===== src/design/pgv_divu.sv =====
// Pipelined unsigned restoring divider, one quotient bit per stage.
// The quotient must be below 2**Q_W. Carries a sideband alongside.
// No dependencies.
module pgv_divu #(
   parameter int NUM_W  = 27,
   parameter int DEN_W  = 12,
   parameter int Q_W    = 15,
   parameter int SIDE_W = 1
) (
   input  logic              clock,
   input  logic              reset,
   input  logic              en,
   input  logic              in_valid,
   input  logic [NUM_W-1:0]  in_num,
   input  logic [DEN_W-1:0]  in_den,
   input  logic [SIDE_W-1:0] in_side,
   output logic              out_valid,
   output logic [Q_W-1:0]    out_quot,
   output logic [SIDE_W-1:0] out_side
);

   localparam int CW = (NUM_W > DEN_W + Q_W) ? NUM_W : DEN_W + Q_W;

   logic              valid_ff [Q_W];
   logic [Q_W-1:0]    quot_ff  [Q_W];
   logic [SIDE_W-1:0] side_ff  [Q_W];
   logic [CW-1:0]     rem_ff   [Q_W-1];
   logic [DEN_W-1:0]  den_ff   [Q_W-1];

   for (genvar s = 0; s < Q_W; s++) begin : g_stage
      logic              v_prev;
      logic [CW-1:0]     rem_prev;
      logic [DEN_W-1:0]  den_prev;
      logic [Q_W-1:0]    quot_prev;
      logic [SIDE_W-1:0] side_prev;
      logic [CW-1:0]     trial;
      logic [CW-1:0]     rem_in;
      logic [Q_W-1:0]    quot_in;

      // Stage inputs come from the ports or from the stage before.
      if (s == 0) begin : g_first
         assign v_prev    = in_valid;
         assign rem_prev  = CW'(in_num);
         assign den_prev  = in_den;
         assign quot_prev = '0;
         assign side_prev = in_side;
      end else begin : g_next
         assign v_prev    = valid_ff[s-1];
         assign rem_prev  = rem_ff[s-1];
         assign den_prev  = den_ff[s-1];
         assign quot_prev = quot_ff[s-1];
         assign side_prev = side_ff[s-1];
      end

      // Try to take the shifted divisor off the remainder.
      assign trial = CW'(den_prev) << (Q_W - 1 - s);

      always_comb begin
         rem_in  = rem_prev;
         quot_in = quot_prev;
         if (rem_prev >= trial) begin
            rem_in                = rem_prev - trial;
            quot_in[Q_W - 1 - s] = 1'b1;
         end
      end

      always_ff @(posedge clock) begin
         if (reset) begin
            valid_ff[s] <= 1'b0;
         end else if (en) begin
            valid_ff[s] <= v_prev;
         end
      end

      always_ff @(posedge clock) begin
         if (en) begin
            quot_ff[s] <= quot_in;
            side_ff[s] <= side_prev;
         end
      end

      // The last stage needs no remainder or divisor.
      if (s < Q_W - 1) begin : g_keep
         always_ff @(posedge clock) begin
            if (en) begin
               rem_ff[s] <= rem_in;
               den_ff[s] <= den_prev;
            end
         end
      end
   end

   assign out_valid = valid_ff[Q_W-1];
   assign out_quot  = quot_ff[Q_W-1];
   assign out_side  = side_ff[Q_W-1];

endmodule


===== config.mk =====
export PLATFORM = sky130hd
export DESIGN_NAME = pgv_divu
export DESIGN_NICKNAME = d
export VERILOG_FILES = /design/src/design/pgv_divu.sv
export SDC_FILE = /design/constraint.sdc
export NUM_CORES = 1
export LEC_CHECK = 0
export BUFFER_PORTS_ARGS = -buffer_cell sky130_fd_sc_hd__buf_2
export CORE_ASPECT_RATIO = 2
export CORE_MARGIN = 2
export CORE_UTILIZATION = 46
export DETAILED_ROUTE_END_ITERATION = 8
export MAX_ROUTING_LAYER = met4
export PLACE_DENSITY_LB_ADDON = 0.15
export SYNTH_ARGS = -nofsm -noshare
export SYNTH_HDL_FRONTEND = slang
export SYNTH_SLANG_ARGS = --single-unit

===== constraint.sdc =====
create_clock -name clock -period 8.35 [get_ports clock]
set_clock_uncertainty 0.2 [all_clocks]
set_input_delay 0 -clock clock [delete_from_list [all_inputs] [get_ports clock]]
set_output_delay 0 -clock clock [all_outputs]
set_load 0.1 [all_outputs]

==> impl_metrics.yaml <==
outcome:
  run_status: "complete, no violations"
logic_synthesis:
  synthArstFlopShare_pct: 0
  synth.avg_cell_area_um2: 12.75
  yosysTopAreaCell: "edfxtp_1"
  yosysTopAreaCellShare_pct: 61.50
  synth_cell_types: 81
  yosys_warnings: 0
  ys_ff_latch: 696
  ys.flop_type: "edfxtp_1"
  synth_enable_flop_cells: 696
  synth_nets: 2904
  netlist_area_mm2: 0.03399
  synth.area.top_cells: "edfxtp_1 61%, ha_1 6.6%, xnor2_1 3.1%"
  yosysSeqAreaShare_pct: 61.50
  synth_cells: 2666
clock_tree:
  clk_pin_slew_ns: 0.07
  clk_latency_ns: 0.66
  ctsResizeCount: 0
  cts_setup_buffers: 0
  cts_root_buf: "clkbuf_16"
  cts_buffer_depth: 3
  clock_sinks: 696
  cts_tree: "built"
  htree_levels: 2
  cts_buffers: 61
timing:
  setup_viol: 0
  hold_viol: 0
  finalMaxSlewViolations: 0
  setup_slack_ns: 4.019
  worst_slew_pin_slew_ns: 1.327
  clock.fmax_mhz: 230.9
  hold-worst-slack_ns: 0.04813
  rsz0062_at_grt: "no"
  finalSetupTns_ns: 0
  period_needed_ns: 4.331
  relSlewSlack_pct: 10.70
  finalCritPeriodShare_pct: 51.87
global_routing:
  grt_overflow: 0
  grtUsageTotal_pct: 23.46
  grt_pass1_vias: 23470
  antenna_found_initial: 2
  grt_pass1_wl_um: 127500
  grt_start_max_net_pins: 163
placement:
  dp_worst_setup_slack_ns: 4.149
  place_area_mm2: 0.03546
  place_hpwl_um: 66330
  port_buffers: 60
  place_congestion: 0.9494
power:
  swShare_pct: 33.18
  combPwrFrac_pct: 30.3
  share_seq_of_total_power_pct: 44.8
  p_int_uw: 7868
  p_sw_uw: 3907
  ir_drop_mv: 0.2006
  p_leak_uw: 0.01444
  p_per_area_mw_per_mm2: 307.1
  power_frac_clock_pct: 24.9
setup_path:
  worstSetupEndpointType: "flop"
  worstPathArrival_ns: 4.55
  crit_type: "reg2reg"
  path_max_fanout: 28
  crit_required_ns: 8.57
  crit_path_start_kind: "flop"
floorplan:
  die_width_um: 196.2
  rows: 141
  die-area_mm2: 0.07621
  start_util_pct: 46.20
  core_area_mm2: 0.07357
  io_pins: 61
  die_y_um: 388.4
finish:
  nNetsFinal: 3089
  drive_gt1_share_pct: 8.414
  fin_area_mm2: 0.03834
  synthToLayoutAreaGrowth_pct: 12.81
  num_antenna_cells: 0
detailed_routing:
  drtIter0Drc: 940
  ant_nets: 0
  wl_per_cell_um: 22.88
  dr.pass1.iters: 6
  routed_wirelength_um: 87600
  via_count: 21710
  viasPerCell: 5.671
  drc: 0
hold_path:
  hp-class: "in2reg"
flow_run:
  drv_cap: 0
routing by layer:
metal	global-route usage, %	vias up	wire length (um)
li1	-	10310	-
met5	-	-	0
met3	2.638	307	2124
met4	22.55	0	9823
met1	13.51	10610	21500
met2	50.51	493	54150
registers in the layout, summed over array words and instances (netlist names):
register	cells
den_ff	168
quot_ff	120
rem_ff	378
side_ff	15
valid_ff	15
worst paths after layout:
| kind | from | end | slack, ns | depth (start not counted) |
|---|---|---|---|---|
| worst max register to register | rem_ff[0][125] | rem_ff[0][152] | 4.02 | 8 |
| worst max-delay path | rem_ff[0][125] | rem_ff[0][152] | 4.02 | 8 |
| worst min-delay path | in_num[16] | rem_ff[0][16] | 0.05 | 4 |
| worst min register to register | quot_ff[1][64] | quot_ff[1][79] | 0.22 | 0 |
power by group through the flow:
stage	Sequential, uW	Clock, uW	Combinational [uW]
floorplan	5100	0	2520
global placement	5310	0	3380
detailed placement	5340	0	3490
CTS	5270	2990	3550
global route	5320	3110	3890
finish	5280	2930	3570
cell usage in the layout (no fill, tap or decap), types with 33 or more instances in the layout:
cell,n
inv_1,231
buf_2,59
a21oi_1,181
nand2_1,118
dlygate4sd3_1,85
edfxtp_1,696
o21ai_0,113
ha_1,180
xor2_1,100
mux2_2,43
nor2_1,233
nor3_1,58
xnor2_1,122
a21o_1,43
clkbuf_16,62
nor4_1,33
nand3_1,40
worst max-delay path, stage by stage (launching register included):
cell and delay (ns):
edfxtp_1 0.44, ha_1 0.37, a21o_1 0.21, a21oi_1 0.47, nand2_1 0.10, o21ai_0 0.91
o21ba_1 0.90, inv_1 0.16, mux2_2 0.32
final cells by class:
cell class,instances,area (um2)
Clock buffer,77,1608
Clock inverter,35,420.4
Fill cell,6152,35230
Inverter,232,870.8
Multi-Input combinational cell,1701,12090
Sequential cell,696,20900
Tap cell,929,1162
Timing Repair Buffer,159,1291
cell usage after synthesis, types with 40 or more instances:
| library cell | count |
|---|---|
| inv_1 | 231 |
| nand3_1 | 40 |
| nand2_1 | 118 |
| nor2_1 | 233 |
| a21o_1 | 43 |
| xnor2_1 | 122 |
| mux2_2 | 43 |
| nor3_1 | 58 |
| a21oi_1 | 181 |
| o21ai_0 | 114 |
| ha_1 | 180 |
| xor2_1 | 100 |
| edfxtp_1 | 696 |
kinds of logic (layout without fill, tap and decap cells):
| group | after synthesis | after routing | share of synthesized area, % |
|---|---|---|---|
| flops | 696 | 696 | 61.50 |
| compound gates | 524 | 524 | 9.951 |
| simple gates | 714 | 714 | 10.82 |
| xor+xnor | 222 | 222 | 5.721 |
| fa+ha+maj | 194 | 194 | 7.451 |
| mux | 47 | 47 | 1.543 |
| buf+inv | 269 | 503 | 3.015 |
per-stage QoR:
step / total power [uW] / util [%] / cells
detailed placement: 8833 / 48.20 / 3632
floorplan: 7622 / - / 2666
finish: 11780 / 52.11 / 3829
CTS: 11800 / 52.11 / 3829
global placement: 8694 / 48.19 / 3632
global route: 12310 / 52.11 / 3829
what timing repair did:
item | 4_1_cts | 5_1_grt
hold buffers | 85 | 0
hold endpoints to repair | 171 | 0
endpoints found under the setup margin | 0 | 0
(Power assumes the default switching activity.)
